===== src/sv/pcsof_ram.sv =====
// ----------------------------------------------------------------------------
// pcsof_ram
// Generic single write, single read RAM with registered read data.
// ----------------------------------------------------------------------------
`default_nettype none

module pcsof_ram #(
  parameter int unsigned WIDTH = 8,
  parameter int unsigned DEPTH = 16
) (
  input  wire logic                     clk_i,
  input  wire logic                     we_i,
  input  wire logic [$clog2(DEPTH)-1:0] waddr_i,
  input  wire logic [WIDTH-1:0]         wdata_i,
  input  wire logic [$clog2(DEPTH)-1:0] raddr_i,
  output logic      [WIDTH-1:0]         rdata_o
);

  logic [WIDTH-1:0] mem [DEPTH];

  always_ff @(posedge clk_i) begin
    if (we_i) begin
      mem[waddr_i] <= wdata_i;
    end
    rdata_o <= mem[raddr_i];
  end

endmodule

`default_nettype wire


===== config.mk =====
export PLATFORM = sky130hd
export DESIGN_NAME = pcsof_ram
export DESIGN_NICKNAME = d
export VERILOG_FILES = /design/src/sv/pcsof_ram.sv
export SDC_FILE = /design/constraint.sdc
export NUM_CORES = 1
export LEC_CHECK = 0
export BUFFER_PORTS_ARGS = -buffer_cell sky130_fd_sc_hd__buf_2
export CAP_MARGIN = 0
export CELL_PAD_IN_SITES_DETAIL_PLACEMENT = 2
export CELL_PAD_IN_SITES_GLOBAL_PLACEMENT = 2
export CORE_ASPECT_RATIO = 0.9
export CORE_UTILIZATION = 52
export DETAILED_ROUTE_END_ITERATION = 10
export PLACE_DENSITY = 0.87
export SYNTH_ARGS = -nofsm -noshare
export SYNTH_HDL_FRONTEND = slang
export SYNTH_SLANG_ARGS = --single-unit
export TNS_END_PERCENT = 20

===== constraint.sdc =====
create_clock -name clk_i -period 3.4 [get_ports clk_i]
set_input_delay 0.34 -clock clk_i [delete_from_list [all_inputs] [get_ports clk_i]]
set_output_delay 0.34 -clock clk_i [all_outputs]
set_load 0.05 [all_outputs]

==> impl_metrics.env, run 1 <==
export IMPL_ys_types=19
export IMPL_io_buffers=25
export IMPL_ys_ff_latch=136
export IMPL_ios=26
export IMPL_ys_top_cells_by_count="edfxtp_1 (128), mux4_2 (18), a22oi_1 (16), mux4_1 (14), nor2_1 (13)"
export IMPL_ys_warn_count=0
export IMPL_synth_most_common_cell="edfxtp_1"
export IMPL_status="stopped before the end"
export IMPL_place_hpwl_mm=7.71
export IMPL_syn_avg_cell_area_um2=22.5
export IMPL_syn_nets=247
export IMPL_die_y_um=96.4
export IMPL_yosysSeqAreaShare_pct=77.8
export IMPL_tool_error="[ERROR DPL-0033] detailed placement checks failed during check placement."
export IMPL_gp_congestion=0.725
export IMPL_stop_stage="detailed placement (3_5_place_dp)"
export IMPL_die_x_um=107
export IMPL_netlist_area_um2=5150
export IMPL_yosys_top_cells_area="edfxtp_1 (75%), mux4_2 (7.9%), mux4_1 (7.1%)"
export IMPL_yosysTopAreaCell="edfxtp_1"
export IMPL_post_synth_top_area_fraction_pct=74.7
export IMPL_synth_edf_count=128
export IMPL_syn_instance_count=229
export IMPL_initial_utilization_pct=53.3
export IMPL_async_reset_ff_share_pct=0
export IMPL_row_count=34
export IMPL_synth_main_ff_cell="edfxtp_1"
-- kinds of logic after synthesis --
| logic type | count (synthesis) | share of synthesized area (%) |
|---|---|---|
| AOI/OAI and AO/OA | 16 | 2.33 |
| and+or+nand+nor | 35 | 3.18 |
| muxes | 32 | 15.0 |
| DFF | 136 | 77.8 |
| buffers and inverters | 10 | 1.68 |
-- through the flow --
stage | cell area, um2 | hold slack, ns | instances | setup slack [ns]
2_1_floorplan | 5150 | 0.439 | 229 | 1.57
3_3_place_gp | 5380 | 0.654 | 375 | 1.35
==> inputs of run 2 (changes only) <==
==> config.mk (replaced) <==
export PLATFORM = sky130hd
export DESIGN_NAME = pcsof_ram
export DESIGN_NICKNAME = d
export VERILOG_FILES = /design/src/sv/pcsof_ram.sv
export SDC_FILE = /design/constraint.sdc
export NUM_CORES = 1
export LEC_CHECK = 0
export BUFFER_PORTS_ARGS = -buffer_cell sky130_fd_sc_hd__buf_2
export CAP_MARGIN = 0
export CORE_UTILIZATION = 40
export DETAILED_ROUTE_END_ITERATION = 10
export PLACE_DENSITY_LB_ADDON = 0.15
export SYNTH_ARGS = -nofsm -noshare
export SYNTH_HDL_FRONTEND = slang
export SYNTH_SLANG_ARGS = --single-unit
export TNS_END_PERCENT = 20
==> run 2 against run 1 <==
Against the previous run: the run now ends clean; synthesized cell count is the same; area after synthesis stayed put.
==> impl_metrics.env, run 2 <==
export IMPL_min_path_cells=1
export IMPL_viasPerCell=5.17
export IMPL_arrival_ns=2.00
export IMPL_wl_per_cell_um=21.6
export IMPL_numCtsBuffers=17
export IMPL_path_max_fanout=19
export IMPL_critPathSlowestCell="mux4_1"
export IMPL_overflow=0
export IMPL_area_growth_pct=15.2
export IMPL_r2r_end="rdata_o[1]$_DFF_P_"
export IMPL_reg_top3="mem x128, rdata_o x8"
export IMPL_grt_pass1_vias=2450
export IMPL_dr_first_iter_drc_count=158
export IMPL_ys_top_cells_by_count="edfxtp_1 (128), mux4_2 (18), a22oi_1 (16), mux4_1 (14), nor2_1 (13)"
export IMPL_finalNetCount=286
export IMPL_whs_endpoint="mem[7][6]$_DFFE_PP_"
export IMPL_drc=0
export IMPL_cts_root_buffer="clkbuf_16"
export IMPL_netlist_area_um2=5150
export IMPL_synth_edf_count=128
export IMPL_hold_buffers=0
export IMPL_synth_top_family_by_area="multiplexers"
export IMPL_ys_warn_count=0
export IMPL_ios=26
export IMPL_powerDensity_nw_per_um2=606
export IMPL_dr_pass1_iters=4
export IMPL_syn_instance_count=229
export IMPL_cts_tree="built"
export IMPL_ys_types=19
export IMPL_post_synth_top_area_fraction_pct=74.7
export IMPL_fin_area_um2=5930
export IMPL_row_count=41
export IMPL_clk_latency_ns=0.40
export IMPL_synthXorXnorAreaFrac_pct=0
export IMPL_cts_sinks=136
export IMPL_initial_utilization_pct=41.0
export IMPL_grt_pass1_wl_mm=14.7
export IMPL_status="finished, final reports clean"
export IMPL_end_kind="flop"
export IMPL_yosysSeqAreaShare_pct=77.8
export IMPL_ys_ff_latch=136
export IMPL_async_reset_ff_share_pct=0
export IMPL_wl_mm=9.75
export IMPL_antenna_found_initial=0
export IMPL_largest_reg_flops=128
export IMPL_syn_avg_cell_area_um2=22.5
export IMPL_post_cts_resized=0
export IMPL_hp_class="in -> reg"
export IMPL_drive_above_1_share_pct=24.7
export IMPL_maxCapViolCount=0
export IMPL_postCtsSetupBuffers=0
export IMPL_r2r_cells=3
export IMPL_synth_main_ff_cell="edfxtp_1"
export IMPL_tightestPinTransition_ns=1.06
export IMPL_ant_nets=0
export IMPL_design_die_area_um2=13300
export IMPL_synth_mux_area_share_pct=15.0
export IMPL_slowest_delay_ns=0.62
export IMPL_crit_family="buffers and inverters"
export IMPL_path_class="in -> reg"
export IMPL_grt_setup_unrepaired="false"
export IMPL_diodes=0
export IMPL_ctsHtreeMaxLevel=4
export IMPL_clock_skew_ns=0.00423
export IMPL_clk_pin_slew_ns=0.05
export IMPL_syn_nets=247
export IMPL_reg2reg_from="mem[5][1]$_DFFE_PP_"
export IMPL_min_period_ns=1.72
export IMPL_setup_viol=0
export IMPL_synthSimpleGateAreaFrac_pct=3.18
export IMPL_dpl_cell_area_um2=5450
export IMPL_holdCritStartpoint="wdata_i[6]"
export IMPL_p_leak_nw=1.96
export IMPL_die_x_um=115
export IMPL_synth_compound_area_share_pct=2.33
export IMPL_r2r_slack_ns=2.01
export IMPL_grt_start_max_net_pins=33
export IMPL_grt_use_total_pct=16.3
export IMPL_relSlewSlack_pct=28.9
export IMPL_yosys_top_cells_area="edfxtp_1 (75%), mux4_2 (7.9%), mux4_1 (7.1%)"
export IMPL_crit_path_start="raddr_i[0]"
export IMPL_place_hpwl_mm=6.25
export IMPL_core_area_um2=12600
export IMPL_synth_adder_area_share_pct=0
export IMPL_io_buffers=25
export IMPL_largest_register="mem"
export IMPL_die_y_um=115
export IMPL_vias=2330
export IMPL_yosysTopAreaCell="edfxtp_1"
export IMPL_fmax_mhz=581
export IMPL_critPathBufInv=2
export IMPL_clock_path_buffers=2
export IMPL_post_route_period_util_pct=50.7
export IMPL_crit_required_ns=3.68
export IMPL_final_common_cell="edfxtp_1"
export IMPL_gp_congestion=0.693
export IMPL_synth_most_common_cell="edfxtp_1"
export IMPL_cp_start_kind="input port"
export IMPL_ir_drop_v=0.000356
export IMPL_final_cell_mix="edfxtp_1 (128), buf_2 (25), mux4_2 (18)"
export IMPL_setup_tns_ns=0
export IMPL_timing_final_max_slew_violations=0
export IMPL_cp_cell_sequence="buf_2 -> buf_12 -> mux4_1 -> a22oi_1 -> nand2_1"
export IMPL_hold_viol=0
-- run 2: cell counts after synthesis --
No cell type changed its count.
-- run 2: final cells by class --
| type | instances | area, um2 |
|---|---|---|
| Tap cell | 172 | 215 |
| Sequential cell | 136 | 4000 |
| Clock inverter | 8 | 33.8 |
| Multi-Input combinational cell | 83 | 1060 |
| Fill cell | 1043 | 6640 |
| Timing Repair Buffer | 30 | 175 |
| Clock buffer | 22 | 444 |
-- run 2: cells by family (layout without fill, tap and decap cells) --
kind of cell           after synthesis  in the layout
AOI/OAI and AO/OA                   16             16
muxes                               32             32
DFF                                136            136
and+or+nand+nor                     35             35
buffers and inverters               10             60
-- run 2: through the flow --
stage               utilization, %  worst slack [ns]  power [W]  instances  hold slack [ns]
floorplan                        -              1.57    0.00205        229            0.439
global placement              43.4              1.22    0.00213        421            0.656
detailed placement            43.4              1.24    0.00213        421            0.671
CTS                           47.2              1.68    0.00362        451            0.315
global route                  47.2              1.57    0.00371        451            0.316
finish                        47.2              1.68    0.00359        451            0.323
-- run 2: power breakdown --
part           internal (W)  switching (W)  leakage, nW  total [W]
Sequential          0.00188      0.0000101         1.22    0.00189
Combinational     0.0000700       0.000135        0.501   0.000205
Clock              0.000904       0.000599        0.235    0.00150
Total               0.00285       0.000744         1.96    0.00359
-- run 2: worst max path at each step --
stage                                     end  slack, ns  cells after the start
after floorplan           mem[0][0]$_DFFE_PP_       1.57                      2
after global placement     rdata_o[1]$_DFF_P_       1.22                      5
after detailed placement   rdata_o[1]$_DFF_P_       1.24                      5
after CTS                  rdata_o[1]$_DFF_P_       1.68                      5
after global routing       rdata_o[3]$_DFF_P_       1.57                      5
final                      rdata_o[1]$_DFF_P_       1.68                      5
-- run 2: routing by layer --
layer  vias to the layer above  track usage (%)  wire, um
li1                       1046                -         -
met1                      1211             23.0      4720
met2                        63             24.4      4450
met3                        10             5.07       489
met4                         0             4.94        93
met5                         -                0         0
No activity file was read; power rests on OpenSTA's default activity.
==> inputs of run 3 (changes only) <==
==> constraint.sdc (replaced) <==
create_clock -name clk_i -period 1.77 [get_ports clk_i]
set_input_delay 0.177 -clock clk_i [delete_from_list [all_inputs] [get_ports clk_i]]
set_output_delay 0.177 -clock clk_i [all_outputs]
set_load 0.05 [all_outputs]
==> run 3 against run 2 <==
Against the previous run: sequential power rose by 92%; global-route usage is 0.68 points higher; clock-buffer cell count is 1 lower; die area did not move; clock skew up 0.00066 ns; combinational power increased by 100%; core utilization rose by 2.2 points; critical path depth down 2; via count grew 3.1%; cell area up 4.7%; worst setup slack worse by 1.3 ns; worst hold slack worse by 0.17 ns; critical path type is now reg -> reg; largest power group unchanged; highest routed layer unchanged.
==> impl_metrics.env, run 3 (synthesis results as in run 2) <==
export IMPL_cp_start_kind="flop"
export IMPL_ctsHtreeMaxLevel=4
export IMPL_path_max_fanout=1
export IMPL_r2r_slack_ns=0.37
export IMPL_whs_endpoint="mem[14][0]$_DFFE_PP_"
export IMPL_reg2reg_from="mem[1][2]$_DFFE_PP_"
export IMPL_maxCapViolCount=0
export IMPL_core_area_um2=12600
export IMPL_overflow=0
export IMPL_hold_viol=0
export IMPL_grt_use_total_pct=17.0
export IMPL_drc=0
export IMPL_r2r_cells=3
export IMPL_largest_register="mem"
export IMPL_largest_reg_flops=128
export IMPL_die_x_um=115
export IMPL_design_die_area_um2=13300
export IMPL_crit_required_ns=2.06
export IMPL_finalNetCount=309
export IMPL_timing_final_max_slew_violations=0
export IMPL_ios=26
export IMPL_post_route_period_util_pct=78.8
export IMPL_cp_depth=3
export IMPL_wl_mm=9.93
export IMPL_wl_per_cell_um=20.9
export IMPL_dr_first_iter_drc_count=155
export IMPL_slowest_delay_ns=0.50
export IMPL_gp_congestion=0.706
export IMPL_place_hpwl_mm=6.58
export IMPL_grt_pass1_wl_mm=15.3
export IMPL_antenna_found_initial=0
export IMPL_whs_ns=0.158
export IMPL_cts_root_buffer="clkbuf_16"
export IMPL_grt_start_max_net_pins=24
export IMPL_hold_buffers=0
export IMPL_clock_path_buffers=2
export IMPL_post_cts_resized=0
export IMPL_cp_cell_sequence="mux4_1 -> a22oi_1 -> nand2_1"
export IMPL_relSlewSlack_pct=73.4
export IMPL_arrival_ns=1.68
export IMPL_holdCritStartpoint="wdata_i[0]"
export IMPL_critPathBufInv=0
export IMPL_clk_latency_ns=0.41
export IMPL_min_path_cells=1
export IMPL_powerDensity_nw_per_um2=1190
export IMPL_cts_tree="built"
export IMPL_crit_family="multiplexers"
export IMPL_viasPerCell=5.06
export IMPL_fmax_mhz=717
export IMPL_clk_pin_slew_ns=0.06
export IMPL_die_y_um=115
export IMPL_vias=2403
export IMPL_p_leak_nw=2.14
export IMPL_grt_pass1_vias=2532
export IMPL_setup_tns_ns=0
export IMPL_ant_nets=0
export IMPL_reg_top3="mem x128, rdata_o x8"
export IMPL_path_class="reg -> reg"
export IMPL_row_count=41
export IMPL_drive_above_1_share_pct=33.3
export IMPL_io_buffers=25
export IMPL_utilization_pct=49.4
export IMPL_hp_class="in -> reg"
export IMPL_min_period_ns=1.40
export IMPL_ir_drop_v=0.000586
export IMPL_setup_viol=0
export IMPL_postCtsSetupBuffers=0
export IMPL_clock_skew_ns=0.00489
export IMPL_initial_utilization_pct=41.0
export IMPL_cts_sinks=136
export IMPL_dr_pass1_iters=4
export IMPL_r2r_end="rdata_o[2]$_DFF_P_"
export IMPL_area_growth_pct=20.6
export IMPL_numCtsBuffers=17
export IMPL_tightestPinTransition_ns=0.400
export IMPL_end_kind="flop"
export IMPL_grt_setup_unrepaired="false"
export IMPL_final_common_cell="edfxtp_1"
export IMPL_status="finished, final reports clean"
export IMPL_diodes=0
export IMPL_final_cell_mix="edfxtp_1 (128), buf_4 (26), buf_2 (25)"
export IMPL_critPathSlowestCell="mux4_1"
-- run 3: layout make-up --
| class | instances | area [um2] |
|---|---|---|
| Multi-Input combinational cell | 83 | 1060 |
| Tap cell | 172 | 215 |
| Clock buffer | 21 | 470 |
| Fill cell | 1042 | 6360 |
| Sequential cell | 136 | 4000 |
| Clock inverter | 10 | 101 |
| Timing Repair Buffer | 53 | 360 |
-- run 3: worst max-delay path by stage --
stage	startpoint	endpoint	slack, ns
final	mem[1][2]$_DFFE_PP_	rdata_o[2]$_DFF_P_	0.37
after global routing	mem[0][1]$_DFFE_PP_	rdata_o[1]$_DFF_P_	0.33
after CTS	mem[1][2]$_DFFE_PP_	rdata_o[2]$_DFF_P_	0.40
after detailed placement	raddr_i[0]	rdata_o[1]$_DFF_P_	0.14
after global placement	raddr_i[0]	rdata_o[0]$_DFF_P_	0.13
after floorplan	waddr_i[2]	mem[0][0]$_DFFE_PP_	0.10
-- run 3: power breakdown --
group,switching [W],total [W],internal (W)
combinational,0.000264,0.000416,0.000152
sequential,0.0000207,0.00362,0.00360
clock,0.00119,0.00335,0.00215
total,0.00148,0.00739,0.00591
-- run 3: stage by stage --
stage	instances	total power, W	setup WS [ns]	area, um2
final	475	0.00739	0.375	6210
after global routing	475	0.00764	0.333	6210
after CTS	475	0.00747	0.396	6210
after detailed placement	444	0.00411	0.139	5640
after global placement	444	0.00411	0.131	5640
after floorplan	229	0.00394	0.100	5150
-- run 3: per-layer routing --
metal / track usage (%) / routed length, um / vias up
li1: - / - / 1098
met4: 6.58 / 109 / 0
met3: 5.49 / 357 / 8
met2: 25.7 / 4740 / 56
met1: 22.9 / 4720 / 1241
met5: 0 / 0 / -
==> inputs of run 4 (changes only) <==
==> constraint.sdc (replaced) <==
create_clock -name clk_i -period 1.2 [get_ports clk_i]
set_input_delay 0.12 -clock clk_i [delete_from_list [all_inputs] [get_ports clk_i]]
set_output_delay 0.12 -clock clk_i [all_outputs]
set_load 0.05 [all_outputs]
==> run 4 against run 3 <==
Against the previous run: the run now ends with negative setup slack left; cell area increased by 2.9%; wire length rose by 4.1%; clock-buffer cell count rose by 2; critical path depth unchanged; worst setup slack got worse by 0.43 ns; combinational power up 66%; non-clock buffer count is 2 higher; clock skew about the same; critical path type unchanged; largest cell class unchanged; largest power group unchanged.
==> impl_metrics.env, run 4 (synthesis results as in run 2) <==
export IMPL_largest_reg_flops=128
export IMPL_final_cell_mix="edfxtp_1 (128), mux4_2 (29), buf_2 (24)"
export IMPL_die_y_um=115
export IMPL_die_x_um=115
export IMPL_ios=26
export IMPL_core_area_um2=12600
export IMPL_whs_endpoint="mem[12][4]$_DFFE_PP_"
export IMPL_ir_drop_v=0.00110
export IMPL_gp_congestion=0.684
export IMPL_dr_pass1_iters=4
export IMPL_postCtsSetupBuffers=0
export IMPL_hold_viol=0
export IMPL_combPwrFrac_pct=6.1
export IMPL_grt_pass1_wl_mm=15.9
export IMPL_clk_pin_slew_ns=0.06
export IMPL_largest_register="mem"
export IMPL_final_fill_count=1002
export IMPL_ant_nets=0
export IMPL_overflow=0
export IMPL_critPathSlowestCell="mux4_2"
export IMPL_setup_viol=8
export IMPL_hold_buffers=0
export IMPL_fin_area_um2=6390
export IMPL_reg2reg_from="mem[2][0]$_DFFE_PP_"
export IMPL_post_route_period_util_pct=105
export IMPL_clock_skew_ns=0.00468
export IMPL_maxCapViolCount=0
export IMPL_seqCellArea_um2=4000
export IMPL_ctsHtreeMaxLevel=4
export IMPL_power_frac_seq_pct=47.3
export IMPL_p_leak_nw=2.15
export IMPL_area_growth_pct=24.1
export IMPL_min_path_cells=1
export IMPL_swShare_pct=19.9
export IMPL_place_hpwl_mm=6.80
export IMPL_path_class="reg -> reg"
export IMPL_final_common_cell="edfxtp_1"
export IMPL_r2r_end="rdata_o[0]$_DFF_P_"
export IMPL_reg_top3="mem x128, rdata_o x8"
export IMPL_switching_power_w=0.00225
export IMPL_timing_final_max_slew_violations=0
export IMPL_viasPerCell=5.12
export IMPL_cp_cell_sequence="mux4_2 -> a22oi_2 -> nand2_1"
export IMPL_path_max_fanout=1
export IMPL_setup_tns_ns=-0.263
export IMPL_cts_root_buffer="clkbuf_16"
export IMPL_powerDensity_nw_per_um2=1770
export IMPL_initial_utilization_pct=41.0
export IMPL_clk_latency_ns=0.41
export IMPL_slowest_delay_ns=0.49
export IMPL_vias=2448
export IMPL_tightestPinTransition_ns=0.932
export IMPL_crit_required_ns=1.50
export IMPL_cts_tree="built"
export IMPL_grt_start_max_net_pins=19
export IMPL_design_die_area_um2=13300
export IMPL_drive_above_1_share_pct=42.2
export IMPL_numCtsBuffers=17
export IMPL_r2r_cells=3
export IMPL_wl_per_cell_um=21.6
export IMPL_diodes=0
export IMPL_fmax_mhz=795
export IMPL_dr_first_iter_drc_count=188
export IMPL_drc=0
export IMPL_cts_sinks=136
export IMPL_antenna_found_initial=0
export IMPL_postLayoutSetupSlackWorst_ns=-0.0581
export IMPL_min_period_ns=1.26
export IMPL_status="finished with violations"
export IMPL_multi_input_area_um2=1100
export IMPL_power_share_clock_pct=46.6
export IMPL_p_int_w=0.00905
export IMPL_finalNetCount=311
export IMPL_wl_mm=10.3
export IMPL_grt_setup_unrepaired="true"
export IMPL_end_kind="flop"
export IMPL_r2r_slack_ns=-0.06
export IMPL_failed_checks="negative setup slack"
export IMPL_cp_start_kind="flop"
export IMPL_relSlewSlack_pct=37.7
export IMPL_grt_use_total_pct=17.7
export IMPL_hp_class="in -> reg"
export IMPL_io_buffers=25
export IMPL_dpl_cell_area_um2=5770
export IMPL_arrival_ns=1.56
export IMPL_grt_pass1_vias=2536
export IMPL_clock_path_buffers=2
export IMPL_row_count=41
export IMPL_holdCritStartpoint="wdata_i[4]"
run 4: changes by cell type in the layout (fill, tap and decap cells not counted), sizes merged:
cell / change
clkinv: -2
clkbuf: +3
bufinv: +1
buf: +1
run 4: worst max-delay path, delay by kind of cell, from the launching register on:
family           cells  cell delay, ns
AO/OA/AOI/OAI        1            0.20
multiplexers         1            0.49
AND/OR/NAND/NOR      1            0.06
flip-flops           1            0.40
run 4: timing repair:
item,in CTS,in global routing
setup endpoints to repair,8,9
gates resized for setup,19,4
pin swaps,13,1
endpoints found under the hold margin,0,0
run 4: worst max-delay path by stage:
stage	start	end	slack, ns
6_report	mem[2][0]$_DFFE_PP_	rdata_o[0]$_DFF_P_	-0.06
5_1_grt	mem[15][5]$_DFFE_PP_	rdata_o[5]$_DFF_P_	-0.11
4_1_cts	mem[15][6]$_DFFE_PP_	rdata_o[6]$_DFF_P_	-0.07
3_5_place_dp	raddr_i[0]	rdata_o[5]$_DFF_P_	-0.46
3_3_place_gp	raddr_i[0]	rdata_o[5]$_DFF_P_	-0.44
2_1_floorplan	waddr_i[3]	mem[4][0]$_DFFE_PP_	-0.11
run 4: cell type report:
class | instances | area share [%]
Clock buffer | 23 | 7.64
Tap cell | 172 | 3.37
Sequential cell | 136 | 62.7
Clock inverter | 9 | 1.88
Timing Repair Buffer | 55 | 7.28
Multi-Input combinational cell | 83 | 17.2
run 4: power groups by stage:
stage               combinational [W]  clock [W]  sequential, W
global route                 0.000745    0.00556        0.00536
global placement             0.000660          0        0.00544
CTS                          0.000696    0.00534        0.00535
floorplan                    0.000274          0        0.00554
finish                       0.000689    0.00527        0.00535
detailed placement           0.000669          0        0.00544
run 4: per-layer routing:
layer	share of wire, %	up-vias	GRT usage (%)
met2	48	57	26.1
met1	46	1290	24.7
li1	-	1090	-
met4	1.0	0	5.97
met5	0	-	0
met3	4.9	11	5.91
run 4: through the flow:
stage          worst slack, ns  hold slack, ns  utilization [%]  cells  power [W]
6_report               -0.0581          0.0959             50.8    478     0.0113
5_1_grt                 -0.105          0.0988             50.8    478     0.0117
4_1_cts                -0.0671          0.0808             50.8    478     0.0114
3_5_place_dp            -0.464           0.521             45.9    446    0.00611
3_3_place_gp            -0.437           0.521             45.9    446    0.00610
2_1_floorplan           -0.112           0.219                -    229    0.00582
